<file path="config.mk">
export PLATFORM = sky130hd
export DESIGN_NAME = sensor_supervised_moving_average
export DESIGN_NICKNAME = d
export VERILOG_FILES = /design/src/design/ssma_pkg.sv /design/src/design/sensor_supervised_moving_average.sv /design/src/design/ssma_cell.sv /design/src/design/ssma_div.sv
export SDC_FILE = /design/constraint.sdc
export NUM_CORES = 1
export LEC_CHECK = 0
export BUFFER_PORTS_ARGS = -buffer_cell sky130_fd_sc_hd__buf_4
export CAP_MARGIN = 20
export CORE_UTILIZATION = 60
export CTS_CLUSTER_SIZE = 10
export DETAILED_ROUTE_END_ITERATION = 10
export GPL_TIMING_DRIVEN = 0
export PLACE_DENSITY = 0.8
export REMOVE_ABC_BUFFERS = 1
export SLEW_MARGIN = 20
export SYNTH_ARGS = -nofsm -noshare
export SYNTH_HDL_FRONTEND = slang
export SYNTH_HIERARCHICAL = 1
export SYNTH_SLANG_ARGS = --single-unit
export TNS_END_PERCENT = 20
</file>
<file path="constraint.sdc">
create_clock -name clock -period 4.4 [get_ports clock]
set_input_delay 0.66 -clock clock [delete_from_list [all_inputs] [get_ports clock]]
set_output_delay 0.66 -clock clock [all_outputs]
set_load 0.05 [all_outputs]
</file>
<file path="src/design/ssma_pkg.sv">
// ----------------------------------------------------------------------------
// ssma_pkg
// Shared widths, reset values and register map of the supervised moving
// average filter.
// ----------------------------------------------------------------------------
package ssma_pkg;

   localparam int SAMPLE_W   = 16;
   localparam int LIMIT_W    = 4;
   localparam int WINDOW_DEF = 5;

   localparam logic [LIMIT_W-1:0] LIMIT_RST = 4'd5;

   localparam int CSR_ADDR_W = 3;
   localparam int CSR_DATA_W = 32;

   // register index, taken from paddr above the byte offset
   localparam logic REG_FAILURE_LIMIT = 1'b0;

endpackage

</file>
<file path="src/design/sensor_supervised_moving_average.sv">
// ----------------------------------------------------------------------------
// sensor_supervised_moving_average
// Sensor supervisor with a moving average over a row of sample cells.
// A request that publishes nothing goes from idle to the response; for a
//   published mean the partial sum runs down the cell row and then the
//   bit-serial divider works out the mean in SUM_W steps.
// A new request is taken only once the last response has been registered.
// Reset: not ready, no fault, empty window, failure limit 5.
// ----------------------------------------------------------------------------
module sensor_supervised_moving_average import ssma_pkg::*; #(
   parameter int WINDOW = WINDOW_DEF
) (
   input  logic                  clock,
   input  logic                  reset,
   // request: [0] init_ok, [16:1] sample, [23:17] zero
   input  logic                  req_tvalid,
   output logic                  req_tready,
   input  logic [23:0]           req_tdata,
   // request: [0] read_ok
   input  logic                  req_tuser,
   // response: [15:0] filtered_temp, [16] error_flag, [17] sensor_ready,
   //           [21:18] failure_count, [23:22] zero
   output logic                  rsp_tvalid,
   input  logic                  rsp_tready,
   output logic [23:0]           rsp_tdata,
   // response: [0] published
   output logic                  rsp_tuser,
   input  logic                  csr_psel,
   input  logic                  csr_penable,
   input  logic                  csr_pwrite,
   input  logic [CSR_ADDR_W-1:0] csr_paddr,
   input  logic [CSR_DATA_W-1:0] csr_pwdata,
   output logic [CSR_DATA_W-1:0] csr_prdata,
   output logic                  csr_pready
);

   localparam int CNT_W = $clog2(WINDOW + 1);
   localparam int SUM_W = SAMPLE_W + $clog2(WINDOW);

   typedef enum logic [3:0] {
      ST_IDLE = 4'b0001,
      ST_SUM  = 4'b0010,
      ST_DIV  = 4'b0100,
      ST_DONE = 4'b1000
   } state_type;

   state_type             state_ff, state_in;
   logic [CNT_W-1:0]      seq_ff, seq_in;
   logic [CNT_W-1:0]      fill_ff, fill_in;
   logic [LIMIT_W-1:0]    fail_ff, fail_in;
   logic                  ready_ff, ready_in;
   logic                  fault_ff, fault_in;
   logic                  pub_ff, pub_in;
   logic [LIMIT_W-1:0]    limit_ff;
   logic                  rsp_valid_ff, rsp_valid_in;
   logic [23:0]           rsp_data_ff, rsp_data_in;
   logic                  rsp_user_ff, rsp_user_in;

   logic                  req_fire;
   logic                  init_ok;
   logic                  read_ok;
   logic signed [SAMPLE_W-1:0] req_sample;
   logic                  push;
   logic                  slot_free;
   logic                  div_start;
   logic                  div_done;
   logic signed [SAMPLE_W-1:0] mean;
   logic                  csr_write;

   logic signed [SAMPLE_W-1:0] sample_chain [WINDOW+1];
   logic signed [SUM_W-1:0]    sum_chain    [WINDOW+1];

   assign req_tready = (state_ff == ST_IDLE);
   assign req_fire   = req_tvalid && req_tready;
   assign init_ok    = req_tdata[0];
   assign req_sample = req_tdata[SAMPLE_W:1];
   assign read_ok    = req_tuser;

   // supervisor decisions, all settled at the accepting edge
   always_comb begin
      fill_in  = fill_ff;
      fail_in  = fail_ff;
      ready_in = ready_ff;
      fault_in = fault_ff;
      pub_in   = pub_ff;
      push     = 1'b0;
      if (req_fire) begin
         pub_in = 1'b0;
         if (!ready_ff && !init_ok) begin
            fault_in = 1'b1;
         end else begin
            if (!ready_ff) begin
               ready_in = 1'b1;
               fill_in  = '0;
               fail_in  = '0;
            end
            if (read_ok) begin
               fail_in  = '0;
               fault_in = 1'b0;
               push     = 1'b1;
               pub_in   = 1'b1;
               if (fill_in != CNT_W'(WINDOW)) begin
                  fill_in = fill_in + CNT_W'(1);
               end
            end else begin
               fail_in = fail_in + LIMIT_W'(1);
               if (fail_in >= limit_ff) begin
                  fault_in = 1'b1;
                  ready_in = 1'b0;
                  fail_in  = '0;
               end
            end
         end
      end
   end

   assign sample_chain[0] = req_sample;
   assign sum_chain[0]    = '0;

   for (genvar i = 0; i < WINDOW; i++) begin : g_cell
      ssma_cell #(
         .SUM_W (SUM_W)
      ) u_cell (
         .clock       (clock),
         .shift_en    (push),
         .take        (CNT_W'(i) < fill_ff),
         .sample_prev (sample_chain[i]),
         .sum_prev    (sum_chain[i]),
         .sample_out  (sample_chain[i+1]),
         .sum_out     (sum_chain[i+1])
      );
   end

   assign div_start = (state_ff == ST_SUM) && (seq_ff == CNT_W'(WINDOW));

   ssma_div #(
      .SUM_W (SUM_W),
      .CNT_W (CNT_W)
   ) u_div (
      .clock    (clock),
      .reset    (reset),
      .start    (div_start),
      .dividend (sum_chain[WINDOW]),
      .divisor  (fill_ff),
      .done     (div_done),
      .quotient (mean)
   );

   assign slot_free = !rsp_valid_ff || rsp_tready;

   always_comb begin
      state_in     = state_ff;
      seq_in       = seq_ff;
      rsp_valid_in = rsp_valid_ff && !rsp_tready;
      rsp_data_in  = rsp_data_ff;
      rsp_user_in  = rsp_user_ff;
      case (state_ff)
         ST_IDLE: begin
            if (req_fire) begin
               seq_in   = '0;
               state_in = pub_in ? ST_SUM : ST_DONE;
            end
         end
         ST_SUM: begin
            seq_in = seq_ff + CNT_W'(1);
            if (div_start) begin
               state_in = ST_DIV;
            end
         end
         ST_DIV: begin
            if (div_done) begin
               state_in = ST_DONE;
            end
         end
         ST_DONE: begin
            if (slot_free) begin
               rsp_valid_in = 1'b1;
               rsp_user_in  = pub_ff;
               rsp_data_in  = {2'b00, fail_ff, ready_ff, fault_ff,
                               pub_ff ? mean : SAMPLE_W'(0)};
               state_in     = ST_IDLE;
            end
         end
         default: begin
            state_in = ST_IDLE;
         end
      endcase
   end

   assign csr_write = csr_psel && csr_penable && csr_pwrite && csr_pready;

   always_ff @(posedge clock) begin
      if (reset) begin
         state_ff     <= ST_IDLE;
         seq_ff       <= '0;
         fill_ff      <= '0;
         fail_ff      <= '0;
         ready_ff     <= 1'b0;
         fault_ff     <= 1'b0;
         pub_ff       <= 1'b0;
         limit_ff     <= LIMIT_RST;
         rsp_valid_ff <= 1'b0;
      end else begin
         state_ff     <= state_in;
         seq_ff       <= seq_in;
         fill_ff      <= fill_in;
         fail_ff      <= fail_in;
         ready_ff     <= ready_in;
         fault_ff     <= fault_in;
         pub_ff       <= pub_in;
         rsp_valid_ff <= rsp_valid_in;
         if (csr_write && csr_paddr[CSR_ADDR_W-1] == REG_FAILURE_LIMIT) begin
            limit_ff <= csr_pwdata[LIMIT_W-1:0];
         end
      end
      rsp_data_ff <= rsp_data_in;
      rsp_user_ff <= rsp_user_in;
   end

   assign rsp_tvalid = rsp_valid_ff;
   assign rsp_tdata  = rsp_data_ff;
   assign rsp_tuser  = rsp_user_ff;

   assign csr_pready = 1'b1;
   assign csr_prdata = (csr_paddr[CSR_ADDR_W-1] == REG_FAILURE_LIMIT) ?
                       CSR_DATA_W'(limit_ff) : '0;

endmodule

</file>
<file path="src/design/ssma_cell.sv">
// ----------------------------------------------------------------------------
// ssma_cell
// One tap of the sample line: holds one stored sample, shifts it to the next
// cell on a push and, if take is set, adds it to the partial sum down the row.
// ----------------------------------------------------------------------------
module ssma_cell import ssma_pkg::*; #(
   parameter int SUM_W = SAMPLE_W + 3
) (
   input  logic                       clock,
   input  logic                       shift_en,
   input  logic                       take,
   input  logic signed [SAMPLE_W-1:0] sample_prev,
   input  logic signed [SUM_W-1:0]    sum_prev,
   output logic signed [SAMPLE_W-1:0] sample_out,
   output logic signed [SUM_W-1:0]    sum_out
);

   logic signed [SAMPLE_W-1:0] sample_ff;
   logic signed [SUM_W-1:0]    sum_ff;
   logic signed [SUM_W-1:0]    sum_in;

   assign sum_in = take ? sum_prev + SUM_W'(sample_ff) : sum_prev;

   always_ff @(posedge clock) begin
      if (shift_en) begin
         sample_ff <= sample_prev;
      end
      sum_ff <= sum_in;
   end

   assign sample_out = sample_ff;
   assign sum_out    = sum_ff;

endmodule

</file>
<file path="src/design/ssma_div.sv">
// ----------------------------------------------------------------------------
// ssma_div
// Signed by unsigned restoring divider, one quotient bit per cycle, quotient
// truncated toward zero.
// ----------------------------------------------------------------------------
module ssma_div import ssma_pkg::*; #(
   parameter int SUM_W = SAMPLE_W + 3,
   parameter int CNT_W = 3
) (
   input  logic                       clock,
   input  logic                       reset,
   input  logic                       start,
   input  logic signed [SUM_W-1:0]    dividend,
   input  logic [CNT_W-1:0]           divisor,
   output logic                       done,
   output logic signed [SAMPLE_W-1:0] quotient
);

   localparam int STEP_W = $clog2(SUM_W + 1);

   logic              busy_ff, busy_in;
   logic              done_ff, done_in;
   logic [STEP_W-1:0] step_ff, step_in;
   logic              neg_ff, neg_in;
   logic [SUM_W-1:0]  mag_ff, mag_in;
   logic [CNT_W-1:0]  rem_ff, rem_in;
   logic [CNT_W:0]    shifted;
   logic [CNT_W:0]    diff;
   logic              fits;

   assign shifted = {rem_ff, mag_ff[SUM_W-1]};
   assign fits    = shifted >= {1'b0, divisor};
   assign diff    = shifted - {1'b0, divisor};

   always_comb begin
      busy_in = busy_ff;
      done_in = 1'b0;
      step_in = step_ff;
      neg_in  = neg_ff;
      mag_in  = mag_ff;
      rem_in  = rem_ff;
      if (start) begin
         busy_in = 1'b1;
         step_in = '0;
         neg_in  = dividend[SUM_W-1];
         mag_in  = dividend[SUM_W-1] ? SUM_W'(-dividend) : SUM_W'(dividend);
         rem_in  = '0;
      end else if (busy_ff) begin
         mag_in  = {mag_ff[SUM_W-2:0], fits};
         rem_in  = fits ? diff[CNT_W-1:0] : shifted[CNT_W-1:0];
         step_in = step_ff + STEP_W'(1);
         if (step_ff == STEP_W'(SUM_W - 1)) begin
            busy_in = 1'b0;
            done_in = 1'b1;
         end
      end
   end

   always_ff @(posedge clock) begin
      if (reset) begin
         busy_ff <= 1'b0;
         done_ff <= 1'b0;
         step_ff <= '0;
      end else begin
         busy_ff <= busy_in;
         done_ff <= done_in;
         step_ff <= step_in;
      end
      neg_ff <= neg_in;
      mag_ff <= mag_in;
      rem_ff <= rem_in;
   end

   assign done     = done_ff;
   assign quotient = neg_ff ? SAMPLE_W'(0) - mag_ff[SAMPLE_W-1:0] : mag_ff[SAMPLE_W-1:0];

endmodule

</file>
Word level (Yosys, flattened, before mapping)
Index checks and enable logic that the tools add are counted.
{"block": "word_totals", "regBits": 247, "inputBits": 67, "out_inout_bits": 60, "elab_cells": 125}
{"block": "op_classes", "n_addsub": 11, "n_lt_le_gt_ge": 7, "eq_ne": 11, "muxes": 43, "bitwise": 3, "reduce_logical": 22}
{"operator": "19-bit two-way mux", "n": 7}
{"operator": "19-bit by 16-bit adder with 19-bit output", "n": 3}
{"operator": "4-bit two-way mux", "n": 11}
{"operator": "3-bit two-way mux", "n": 7}
{"operator": "19-bit negation", "n": 1}
{"operator": "16-bit by 16-bit adder with 17-bit output", "n": 1}
{"operator": "16-bit two-way mux", "n": 1}
{"operator": "4-bit case mux with 4 select lines", "n": 1}
{"operator": "1-bit by 16-bit subtractor with 16-bit output (first input constant)", "n": 1}
{"operator": "1-bit two-way mux", "n": 15}
{"operator": "2-bit AND reduction", "n": 4}
{"operator": "1-bit logical AND", "n": 7}
{"operator": "3-bit by 1-bit adder with 3-bit output (second input constant)", "n": 2}
{"operator": "1-bit by 3-bit less-than comparator with 1-bit output (first input constant)", "n": 2}
{"operator": "2-bit by 3-bit less-than comparator with 1-bit output (first input constant)", "n": 2}
{"operator": "3-bit case mux with 2 select lines", "n": 1}
{"operator": "5-bit by 1-bit adder with 5-bit output (second input constant)", "n": 1}
{"operator": "5-bit == test (second input constant)", "n": 1}
{"operator": "4-bit by 1-bit adder with 4-bit output (second input constant)", "n": 1}
{"operator": "4-bit by 1-bit == test with 1-bit output (second input constant)", "n": 1}
{"operator": "4-bit by 2-bit == test with 1-bit output (second input constant)", "n": 1}
{"operator": "4-bit by 3-bit == test with 1-bit output (second input constant)", "n": 1}
{"operator": "4-bit == test (second input constant)", "n": 1}
{"operator": "4-bit by 3-bit >= comparator with 1-bit output", "n": 1}
{"operator": "other kinds (15)", "n": 23}

Logic depth before layout (Yosys ltp)
Gate-level depths: netlist of run 1.
{"block": "depth", "depth_word": 9, "ltp_mapped": 10, "mapped_depth_nobuf": 10}

By module
The synthesis of run 1 kept the hierarchy.
{"mod": "ssma_cell (g_cell[2].u_cell ...)", "n_inst": 3, "cells_each": 218, "area_per_inst_um2": 2174.6, "seq_area_each_um2": 860.8}
{"mod": "sensor_supervised_moving_average", "n_inst": 1, "cells_each": 227, "area_per_inst_um2": 2356.0, "seq_area_each_um2": 1131.1}
{"mod": "ssma_cell (g_cell[1].u_cell)", "n_inst": 1, "cells_each": 218, "area_per_inst_um2": 2143.3, "seq_area_each_um2": 860.8}
{"mod": "ssma_div", "n_inst": 1, "cells_each": 227, "area_per_inst_um2": 2120.8, "seq_area_each_um2": 800.8}
{"mod": "ssma_cell (g_cell[0].u_cell)", "n_inst": 1, "cells_each": 186, "area_per_inst_um2": 2008.2, "seq_area_each_um2": 860.8}

Worst setup path after synthesis of run 1
No wires, ideal clock.
{"block": "synth_timing", "path_kind": "reg-to-reg", "start": "register state_ff[3]", "end": "register g_cell[0].u_cell.sample_ff[0], enable pin", "setup_ns": 0.434, "arrival_ns": 2.819, "required_ns": 3.966, "setup_slack_ns": 1.148, "path_stages_with_launch": 6, "path_buffers": 1, "path_cell_list": "dfxtp_1 or4b_4 nor2_4 buf_6 nand2_1 inv_1"}
{"block": "synth_between", "elab_chain_len": 3}
{"element": "start, declared", "line_no": "sensor_supervised_moving_average.sv:47", "text": "state_type state_ff, state_in;"}
{"element": "start signal, assigned", "line_no": "sensor_supervised_moving_average.sv:204", "text": "state_ff <= state_in;"}
{"element": "4-bit by 1-bit == test with 1-bit output", "line_no": "sensor_supervised_moving_average.sv:73", "text": "assign req_tready = (state_ff == ST_IDLE);"}
{"element": "1-bit logical AND", "line_no": "sensor_supervised_moving_average.sv:74", "text": "assign req_fire = req_tvalid && req_tready;"}
{"element": "1-bit two-way mux", "line_no": "sensor_supervised_moving_average.sv:87", "text": "if (req_fire) begin"}
{"element": "named net push", "line_no": "sensor_supervised_moving_average.sv:63", "text": "logic push;"}
{"element": "end signal, assigned", "line_no": "ssma_cell.sv:26", "text": "sample_ff <= sample_prev;"}
{"element": "end, declared", "line_no": "ssma_cell.sv:18", "text": "logic signed [SAMPLE_W-1:0] sample_ff;"}
The timed path passes the listed nets, and every way through them passes these cells.
A chain may end at the register's enable or synchronous reset.

Worst setup path in the final report of run 1
{"block": "layout_timing", "start": "register fill_ff[2]", "end": "register g_cell[4].u_cell.sum_ff[18]"}
{"block": "layout_between", "elab_chain_len": 2}
{"element": "start, declared", "line_no": "sensor_supervised_moving_average.sv:49", "text": "logic [CNT_W-1:0] fill_ff, fill_in;"}
{"element": "start signal, assigned", "line_no": "sensor_supervised_moving_average.sv:206", "text": "fill_ff <= fill_in;"}
{"element": "3-bit less-than comparator", "line_no": "sensor_supervised_moving_average.sv:126", "text": ".take (CNT_W'(i) < fill_ff),"}
{"element": "19-bit two-way mux", "line_no": "ssma_cell.sv:22", "text": "assign sum_in = take ? sum_prev + SUM_W'(sample_ff) : sum_prev;"}
{"element": "named net g_cell[4].u_cell.sum_in[18]", "line_no": "ssma_cell.sv:20", "text": "logic signed [SUM_W-1:0] sum_in;"}
{"element": "end signal, assigned", "line_no": "ssma_cell.sv:28", "text": "sum_ff <= sum_in;"}
{"element": "end, declared", "line_no": "ssma_cell.sv:19", "text": "logic signed [SUM_W-1:0] sum_ff;"}
The timed path passes the listed nets, and every way through them passes these cells.

==> qor.tcl, run 1 <==
set qor(synth_flop_cell) {dfxtp_1}
set qor(pwr-share-comb_pct) 22.9
set qor(placement.io_buffers) 58
set qor(postSynthRegisterBits) 250
set qor(firstDrtPassIters) 5
set qor(worst_r2r_dst) {g_cell[4].u_cell/sum_out[18]$_DFF_P_}
set qor(final_core_utilization_pct) 67.9
set qor(grt_util_all_layers_pct) 23.5
set qor(result_of_the_run) {complete, no violations}
set qor(mostFrequentLayoutCell) {dfxtp_1}
set qor(num-nets-final) 1764
set qor(vias) 11367
set qor(drive_above_1_share_pct) 13.2
set qor(fin_setup_tns_ns) 0
set qor(hold_path.class) {primary input to flip-flop}
set qor(nFillCells) 1899
set qor(post_synth_top_area_share_pct) 24.4
set qor(cts_buffers) 30
set qor(netlist_area_sq_mm) 0.0152
set qor(setup.worst_path.class) {flip-flop to flip-flop}
set qor(initial_core_util_pct) 61.8
set qor(post_drt_via_cell_ratio) 5.89
set qor(final-max-slew-violation-count) 0
set qor(cp-startpoint) {fill_ff[2]$_SDFFE_PP0P_}
set qor(p_sw_share_pct) 29.6
set qor(antenna_found_initial) 0
set qor(place_worst_setup_slack_ns) 1.13
set qor(p_switching_w) 0.00190
set qor(worstRegToRegCells) 6
set qor(clockRootBuffer) {clkbuf_16}
set qor(fraction_of_the_yosys_area_taken_by_sequential_cells_pct) 41.2
set qor(power_w) 0.00640
set qor(route.detailed.drc) 0
set qor(finalClockSkew_ns) 0.0158
set qor(worst_ir_drop_vdd_uv) 267
set qor(synth.yosys.warnings) 6
set qor(worst_hold_startpoint) {req_tdata[7]}
set qor(design.die.area_sq_mm) 0.0259
set qor(cts_setup_buffers) 0
set qor(worst_setup_hold_path_clk_slew_ns) 0.06
set qor(power.density_mw_per_mm2) 384
set qor(cellInternalPower_w) 0.00450
set qor(grt_pass1_wl_microns) 50900
set qor(maximum_number_of_pins_on_one_net_before_global_route_repair) 49
set qor(io_pins) 127
set qor(cts_max_path_bufs) 3
set qor(post_synth_inst_count) 1512
set qor(syn_to_final_growth_pct) 9.95
set qor(final-instance-count-excl-fill) 1931
set qor(synth-edff-count) 123
set qor(worstHoldEndpoint) {g_cell[0].u_cell/sample_out[6]$_DFFE_PP_}
set qor(clk_latency_ns) 0.55
set qor(placed_cells) 1877
set qor(mostFrequentLayoutCells) {126 x dfxtp_1, 123 x edfxtp_1, 113 x a21oi_1, 109 x nor2_1, 106 x ha_1}
set qor(place_hpwl_microns) 22500
set qor(rows) 57
set qor(cp_startpoint_kind) {flip-flop}
set qor(drt.antenna.violating_nets) 0
set qor(insertedDiodeCount) 0
set qor(worst_r2r_startpoint) {fill_ff[2]$_SDFFE_PP0P_}
set qor(static_leakage_nw) 6.74
set qor(regArea_sq_mm) 0.00624
set qor(rsz0062_at_grt) {false}
set qor(fin_crit_share_pct) 73.5
set qor(achievable-frequency_ghz) 0.309
set qor(yosys.area.top_type) {edfxtp_1}
set qor(cts.repair.resized) 0
set qor(timing.hold.worst_path_depth) 1
set qor(drt_first_iter_violations) 426
set qor(synth_area_per_inst_sq_um) 10.0
set qor(seqPwrFrac_pct) 42.8
set qor(area_of_the_multi_input_gates_sq_mm) 0.00836
set qor(worstMarginPinSlew_ns) 0.992
set qor(cts_num_sinks) 250
set qor(dieWidth_microns) 161
set qor(worst_slack_ns) 1.17
set qor(critPathCaptureType) {flip-flop}
set qor(route.detailed.wl_per_inst_microns) 15.6
set qor(pwr-share-clk_pct) 34.3
set qor(via_count_of_the_first_global_routing_pass) 11126
set qor(timing.critical_path.arrival_ns) 3.71
set qor(reg2reg_setup_slack_ns) 1.17
set qor(core_sq_mm) 0.0245
set qor(synth.top_cells.by_area) {edfxtp_1 24%, dfxtp_1 17%, ha_1 8.8%}
set qor(layout_min_cycle_time_ns) 3.23
set qor(slew_headroom_pct) 33.9
set qor(detail_route.wirelength_microns) 30100
set qor(synth_cell_types) 93
set qor(report.final.setup_viol) 0
set qor(timing.critical_path.fanout_max) 34
set qor(ctsHoldBuffers) 0
set qor(htree_levels) 1
set qor(routabilityCongestion) 0.888
set qor(critPathRequiredTime_ns) 4.88
set qor(hold_viol) 0
set qor(cts_tree) {built}
set qor(maxCapViolations) 0
set qor(grt_remaining_overflow) 0
set qor(die_h_microns) 161
set qor(synth-async-reset-ratio_pct) 0
[routing by layer]
layer	track usage (%)	share of wire [%]	up-vias	routed length [microns]
li1	-	-	5697	-
met1	26.7	41	5333	12400
met2	44.1	52	254	15600
met3	2.71	3.3	83	995
met4	9.91	3.7	0	1120
met5	0	0	-	0
[how the worst max path moves through the flow]
stage                                                 endpoint  slack, ns
after global routing      g_cell[4].u_cell/sum_out[18]$_DFF_P_       0.89
after global placement              u_div/mag_ff[17]$_DFFE_PP_      -0.61
after detailed placement  g_cell[4].u_cell/sum_out[18]$_DFF_P_       1.13
after floorplan                      u_div/mag_ff[0]$_DFFE_PP_       0.58
after CTS                 g_cell[4].u_cell/sum_out[18]$_DFF_P_       1.14
final                     g_cell[4].u_cell/sum_out[18]$_DFF_P_       1.17
[layout make-up]
cell class / instances / area share, %
Timing Repair Buffer: 61 / 2.97
Clock inverter: 4 / 0.195
Clock buffer: 50 / 5.08
Sequential cell: 250 / 37.4
Multi-Input combinational cell: 1168 / 50.2
Tap cell: 324 / 2.43
Inverter: 74 / 1.68
[flip-flops by register name, summed over array words and instances, names as in the netlist, 4 cells and up]
register,cells
u_div/mag_ff,19
u_div/step_ff,5
limit_ff,4
g_cell.u_cell/sum_out,95
state_ff,4
g_cell.u_cell/sample_out,80
rsp_tdata,22
fail_ff,4
[power by group through the flow]
stage	combinational (W)	clock (W)	sequential, W
after floorplan	0.00114	0	0.00277
after global placement	0.00139	0	0.00278
after detailed placement	0.00143	0	0.00279
after CTS	0.00144	0.00225	0.00274
after global routing	0.00162	0.00234	0.00276
final	0.00146	0.00219	0.00274
[cells in the mapped netlist (21+ instances only)]
cell      number
dfxtp_1      127
edfxtp_1     123
a21oi_1      113
nor2_1       110
ha_1         106
nand2_1       99
inv_1         72
a21o_1        51
xnor2_1       48
o21ai_0       45
buf_4         39
mux2_2        37
xor2_1        33
clkbuf_1      26
nand3_1       26
nand4_1       24
nor3_1        24
a31oi_1       22
o21a_1        21
[critical path, stage by stage, from the launching register on]
cell	delay, ns
dfxtp_2	0.78
o21a_1	0.88
inv_1	0.58
or3_1	0.52
a21oi_1	0.15
a41o_1	0.11
a2111o_1	0.14
[metrics by stage]
stage / cell area (sq um) / hold slack (ns)
floorplan: 14900 / 0.425
global placement: 15700 / 0.439
detailed placement: 15800 / 0.443
CTS: 16700 / 0.254
global route: 16700 / 0.253
finish: 16700 / 0.281
[cells by family (layout without fill, tap and decap cells)]
logic type | after synthesis | after routing | synth area share (%)
fa+ha+maj | 112 | 112 | 9.55
flops | 250 | 250 | 41.2
xor+xnor | 81 | 81 | 4.68
buf+inv | 160 | 189 | 5.34
other cells | 2 | 68 | 0.0496
compound gates | 421 | 421 | 20.2
mux | 51 | 51 | 3.67
simple gates | 435 | 435 | 15.4
Note: power is estimated with default switching activity, not from simulation.
==> run 2: changes to the inputs <==
--- a/config.mk
+++ b/config.mk
@@ -7,11 +7,11 @@
 export LEC_CHECK = 0
 export BUFFER_PORTS_ARGS = -buffer_cell sky130_fd_sc_hd__buf_4
 export CAP_MARGIN = 20
-export CORE_UTILIZATION = 60
+export CORE_UTILIZATION = 55
 export CTS_CLUSTER_SIZE = 10
 export DETAILED_ROUTE_END_ITERATION = 10
 export GPL_TIMING_DRIVEN = 0
-export PLACE_DENSITY = 0.8
+export PLACE_DENSITY = 0.77
 export REMOVE_ABC_BUFFERS = 1
 export SLEW_MARGIN = 20
 export SYNTH_ARGS = -nofsm -noshare
==> constraint.sdc (replaced) <==
create_clock -name clock -period 2.8 [get_ports clock]
set_input_delay 0.42 -clock clock [delete_from_list [all_inputs] [get_ports clock]]
set_output_delay 0.42 -clock clock [all_outputs]
set_load 0.05 [all_outputs]
==> qor.tcl, run 2 (same netlist as run 1, synthesis figures left out) <==
set qor(result_of_the_run) {complete, no violations}
set qor(worst_r2r_startpoint) {state_ff[3]$_SDFFE_PP0P_}
set qor(route.detailed.wl_per_inst_microns) 15.3
set qor(cp.buffers_inverters) 2
set qor(syn_to_final_growth_pct) 9.77
set qor(num-nets-final) 1763
set qor(timing.critical_path.arrival_ns) 3.02
set qor(detail_route.wirelength_microns) 29800
set qor(slew_headroom_pct) 40.9
set qor(path_cells) {or4b_2, nor2_4, buf_12, inv_1, nor3_1, a32o_1}
set qor(routabilityCongestion) 0.890
set qor(maxCapViolations) 0
set qor(area_of_the_multi_input_gates_sq_mm) 0.00838
set qor(reg2reg_setup_slack_ns) 0.14
set qor(hold_viol) 0
set qor(antenna_found_initial) 0
set qor(cts_max_path_bufs) 3
set qor(hold_path.class) {primary input to flip-flop}
set qor(insertedDiodeCount) 0
set qor(grt_pass1_wl_microns) 49500
set qor(final-max-slew-violation-count) 0
set qor(initial_core_util_pct) 56.1
set qor(setup.worst_path.class) {flip-flop to flip-flop}
set qor(place_hpwl_microns) 22200
set qor(io_pins) 127
set qor(maximum_number_of_pins_on_one_net_before_global_route_repair) 43
set qor(drt_first_iter_violations) 542
set qor(grt_remaining_overflow) 0
set qor(cts_tree) {built}
set qor(static_leakage_nw) 6.71
set qor(post_drt_via_cell_ratio) 5.81
set qor(drive_above_1_share_pct) 13.1
set qor(worstMarginPinSlew_ns) 0.887
set qor(fin_setup_tns_ns) 0
set qor(worst_ir_drop_vdd_uv) 534
set qor(largest_reg_flops) 95
set qor(critPathRequiredTime_ns) 3.16
set qor(critPathTopFamily) {simple AND/OR/NAND/NOR gates}
set qor(grt_util_all_layers_pct) 20.9
set qor(mostFrequentLayoutCell) {dfxtp_1}
set qor(fin_crit_share_pct) 94.9
set qor(hold_ws_ns) 0.0637
set qor(mostFrequentLayoutCells) {126 x dfxtp_1, 123 x edfxtp_1, 113 x a21oi_1, 109 x nor2_1, 106 x ha_1}
set qor(placement.io_buffers) 58
set qor(regArea_sq_mm) 0.00624
set qor(achievable-frequency_ghz) 0.376
set qor(cp_startpoint_kind) {flip-flop}
set qor(power.density_mw_per_mm2) 595
set qor(vias) 11300
set qor(cts_buffers) 29
set qor(crit_path_top_delay_cell) {or4b_2}
set qor(clk_latency_ns) 0.53
set qor(worst_setup_hold_path_clk_slew_ns) 0.06
set qor(design.die.area_sq_mm) 0.0282
set qor(cts_num_sinks) 250
set qor(layout_min_cycle_time_ns) 2.66
set qor(drt.antenna.violating_nets) 0
set qor(via_count_of_the_first_global_routing_pass) 10972
set qor(firstDrtPassIters) 5
set qor(worst_hold_startpoint) {req_tdata[12]}
set qor(dieWidth_microns) 168
set qor(nFillCells) 2221
set qor(cp-startpoint) {state_ff[3]$_SDFFE_PP0P_}
set qor(timing.critical_path.fanout_max) 39
set qor(report.final.setup_viol) 0
set qor(htree_levels) 1
set qor(rows) 60
set qor(cpPeakStageDelay_ns) 0.77
set qor(rsz0062_at_grt) {false}
set qor(core_sq_mm) 0.0270
set qor(finalClockSkew_ns) 0.00860
set qor(route.detailed.drc) 0
set qor(die_h_microns) 168
set qor(critPathCaptureType) {flip-flop}
set qor(cts_setup_buffers) 0
set qor(clockRootBuffer) {clkbuf_16}
## run 2: worst paths after layout
path / endpoint / cells past startpoint
max: u_div/mag_ff[18]$_DFFE_PP_ / 6
min: g_cell[0].u_cell/sample_out[11]$_DFFE_PP_ / 1
max reg2reg: u_div/mag_ff[18]$_DFFE_PP_ / 6
min reg2reg: g_cell[1].u_cell/sample_out[6]$_DFFE_PP_ / 0
## run 2: per-layer routing
metal	track usage, %	vias to the layer above	share of wire (%)
li1	-	5688	-
met5	0	-	0
met1	23.3	5285	41
met3	2.47	71	3.4
met2	39.8	256	52
met4	9.13	0	3.4
## run 2: worst register-to-register path: stages, from the launching register on
cell and delay [ns]:
dfxtp_1 0.36, or4b_2 0.77, nor2_4 0.28, buf_12 0.23, inv_1 0.19, nor3_1 0.33, a32o_1 0.32
## run 2: repair_timing
| action | CTS | global route |
|---|---|---|
| gates resized for setup | 3 | 3 |
| hold buffers | 0 | 0 |
| endpoints found under the setup margin | 23 | 6 |
| endpoints found under the hold margin | 0 | 0 |
## run 2: where the power goes
part,switching (W),internal [W]
logic,0.00137,0.000927
clock network,0.00134,0.00194
registers,0.000202,0.00411
total,0.00291,0.00698
## run 2: final cells by class
type                       instances  share of cell area (%)
sequential                       250                    37.5
inverter                          74                    1.69
timing repair buffer              61                    2.93
clock buffer                      51                    4.92
tap                              341                    2.57
multi-input combinational       1168                    50.4
## run 2: stage by stage
| stage | power (W) | cells | instance area, sq um | worst slack [ns] | util (%) |
|---|---|---|---|---|---|
| after floorplan | 0.00614 | 1492 | 14900 | -1.02 | - |
| after global placement | 0.00656 | 1891 | 15700 | -2.27 | 58.2 |
| after detailed placement | 0.00662 | 1894 | 15800 | -0.384 | 58.4 |
| after CTS | 0.00994 | 1945 | 16600 | 0.0169 | 61.5 |
| after global routing | 0.0104 | 1945 | 16600 | 0.00291 | 61.5 |
| final | 0.00989 | 1945 | 16600 | 0.144 | 61.5 |
==> run 3: changes to the inputs <==
--- a/config.mk
+++ b/config.mk
@@ -7,11 +7,13 @@
 export LEC_CHECK = 0
 export BUFFER_PORTS_ARGS = -buffer_cell sky130_fd_sc_hd__buf_4
 export CAP_MARGIN = 20
-export CORE_UTILIZATION = 55
+export CELL_PAD_IN_SITES_DETAIL_PLACEMENT = 0
+export CELL_PAD_IN_SITES_GLOBAL_PLACEMENT = 1
+export CORE_UTILIZATION = 43
 export CTS_CLUSTER_SIZE = 10
 export DETAILED_ROUTE_END_ITERATION = 10
 export GPL_TIMING_DRIVEN = 0
-export PLACE_DENSITY = 0.77
+export PLACE_DENSITY_LB_ADDON = 0.1
 export REMOVE_ABC_BUFFERS = 1
 export SLEW_MARGIN = 20
 export SYNTH_ARGS = -nofsm -noshare
==> qor.tcl, run 3 (same netlist as run 1, synthesis figures left out) <==
set qor(core_sq_mm) 0.0346
set qor(drt.antenna.violating_nets) 0
set qor(nFillCells) 3287
set qor(via_count_of_the_first_global_routing_pass) 10953
set qor(critPathCaptureType) {flip-flop}
set qor(placement.io_buffers) 58
set qor(crit_path_top_delay_cell) {fa_1}
set qor(routabilityCongestion) 0.862
set qor(placed_cells) 2007
set qor(route.detailed.wl_per_inst_microns) 15.8
set qor(clockRootBuffer) {clkbuf_16}
set qor(htree_levels) 1
set qor(cts_buffers) 30
set qor(firstDrtPassIters) 5
set qor(rsz0062_at_grt) {false}
set qor(detail_route.wirelength_microns) 32600
set qor(hold_viol) 0
set qor(num-nets-final) 1763
set qor(maxCapViolations) 0
set qor(finalClockSkew_ns) 0.0126
set qor(layout_min_cycle_time_ns) 2.60
set qor(worst_ir_drop_vdd_uv) 426
set qor(placedInstanceArea_sq_mm) 0.0159
set qor(post_route_cell_area_sq_mm) 0.0169
set qor(final-max-slew-violation-count) 0
set qor(fin_crit_share_pct) 93.0
set qor(insertedDiodeCount) 0
set qor(critPathRequiredTime_ns) 3.23
set qor(timing.critical_path.fanout_max) 3
set qor(timing.critical_path.arrival_ns) 3.03
set qor(route.detailed.drc) 0
set qor(grt_pass1_wl_microns) 54000
set qor(final-instance-count-excl-fill) 2063
set qor(report.final.setup_viol) 0
set qor(place_hpwl_microns) 24400
set qor(path_cells) {ha_1, inv_1, fa_1, and2b_1, o2111ai_1, a31oi_2, o21ai_2, a41o_1, a2111o_1}
set qor(ctsHoldBuffers) 0
set qor(grt_util_all_layers_pct) 18.3
set qor(achievable-frequency_ghz) 0.384
set qor(largest_reg_flops) 95
set qor(vias) 11028
set qor(final_core_utilization_pct) 48.7
set qor(rows) 68
set qor(io_pins) 127
set qor(cts_max_path_bufs) 3
set qor(hold_path.class) {primary input to flip-flop}
set qor(result_of_the_run) {complete, no violations}
set qor(drt_first_iter_violations) 385
set qor(power.density_mw_per_mm2) 605
set qor(slew_headroom_pct) 37.5
set qor(dieWidth_microns) 190
set qor(mostFrequentLayoutCells) {125 x dfxtp_1, 123 x edfxtp_1, 113 x a21oi_1, 109 x nor2_1, 106 x ha_1}
set qor(cp_startpoint_kind) {flip-flop}
set qor(design.die.area_sq_mm) 0.0360
set qor(die_h_microns) 190
set qor(cts_num_sinks) 250
set qor(syn_to_final_growth_pct) 11.4
set qor(antenna_found_initial) 0
set qor(post_drt_via_cell_ratio) 5.35
set qor(clk_latency_ns) 0.54
set qor(power_w) 0.0102
set qor(drive_above_1_share_pct) 13.5
set qor(worst_setup_hold_path_clk_slew_ns) 0.06
set qor(maximum_number_of_pins_on_one_net_before_global_route_repair) 46
set qor(mostFrequentLayoutCell) {dfxtp_1}
set qor(worstMarginPinSlew_ns) 0.938
set qor(static_leakage_nw) 6.76
set qor(cpPeakStageDelay_ns) 0.40
set qor(cts_tree) {built}
set qor(grt_remaining_overflow) 0
set qor(initial_core_util_pct) 43.8
set qor(setup.worst_path.class) {flip-flop to flip-flop}
run 3: cell types whose count changed in the layout (fill, tap and decap cells not counted), sizes merged:
| cell | change |
|---|---|
| clkbuf | +3 |
| clkinv | +2 |
| buf | -1 |
run 3: through the flow:
stage,setup slack (ns),TNS (ns),hold WS [ns]
6_report,0.196,0,0.0467
5_1_grt,0.0497,0,0.0248
4_1_cts,0.0725,0,0.0183
3_5_place_dp,-0.505,-1.28,0.442
3_3_place_gp,-2.48,-229.03,0.438
2_1_floorplan,-1.02,-64.48,0.425
run 3: area by class of cell:
class / instances / area (sq um) / share of cell area, %
well taps: 455 / 569 / 3.37
clock buffers: 54 / 902 / 5.35
multi-input cells: 1168 / 8390 / 49.7
flip-flops and latches: 250 / 6240 / 37.0
inverters: 74 / 283 / 1.68
repair buffers: 60 / 483 / 2.86
clock inverters: 2 / 10.0 / 0.0593
run 3: power by group:
part / switching, W / internal (W)
clock: 0.00144 / 0.00214
combinational: 0.00138 / 0.000927
sequential: 0.000207 / 0.00411
run 3: worst paths after layout:
check	start	to	slack [ns]	cells after the start
worst max-delay path	g_cell[1].u_cell/sample_out[0]$_DFFE_PP_	g_cell[1].u_cell/sum_out[18]$_DFF_P_	0.20	9
worst min-delay path	req_tdata[4]	g_cell[0].u_cell/sample_out[3]$_DFFE_PP_	0.05	1
worst max register to register	g_cell[1].u_cell/sample_out[0]$_DFFE_PP_	g_cell[1].u_cell/sum_out[18]$_DFF_P_	0.20	9
worst min register to register	fault_ff$_SDFFE_PP0P_	rsp_tdata[16]$_DFFE_PP_	0.46	0
run 3: critical path: cells and delay by family (launching register included):
kind                       cells  cell delay [ns]
AOI/OAI and AO/OA              5             1.28
adders and majority gates      2             0.57
buffers and inverters          1             0.06
DFF                            1             0.35
and+or+nand+nor                1             0.23
run 3: what timing repair did:
item / in CTS / in global routing
gates resized for setup: 4 / 5
endpoints found under the setup margin: 12 / 57
setup buffers: 0 / 0
pin swaps: 0 / 0
run 3: routing by layer:
metal | up-vias | track usage [%] | routed length (microns)
met5 | - | 0 | 0
met4 | 0 | 6.58 | 1130
met3 | 63 | 1.90 | 688
met2 | 146 | 34.4 | 16700
met1 | 5133 | 21.2 | 14100
li1 | 5686 | - | -
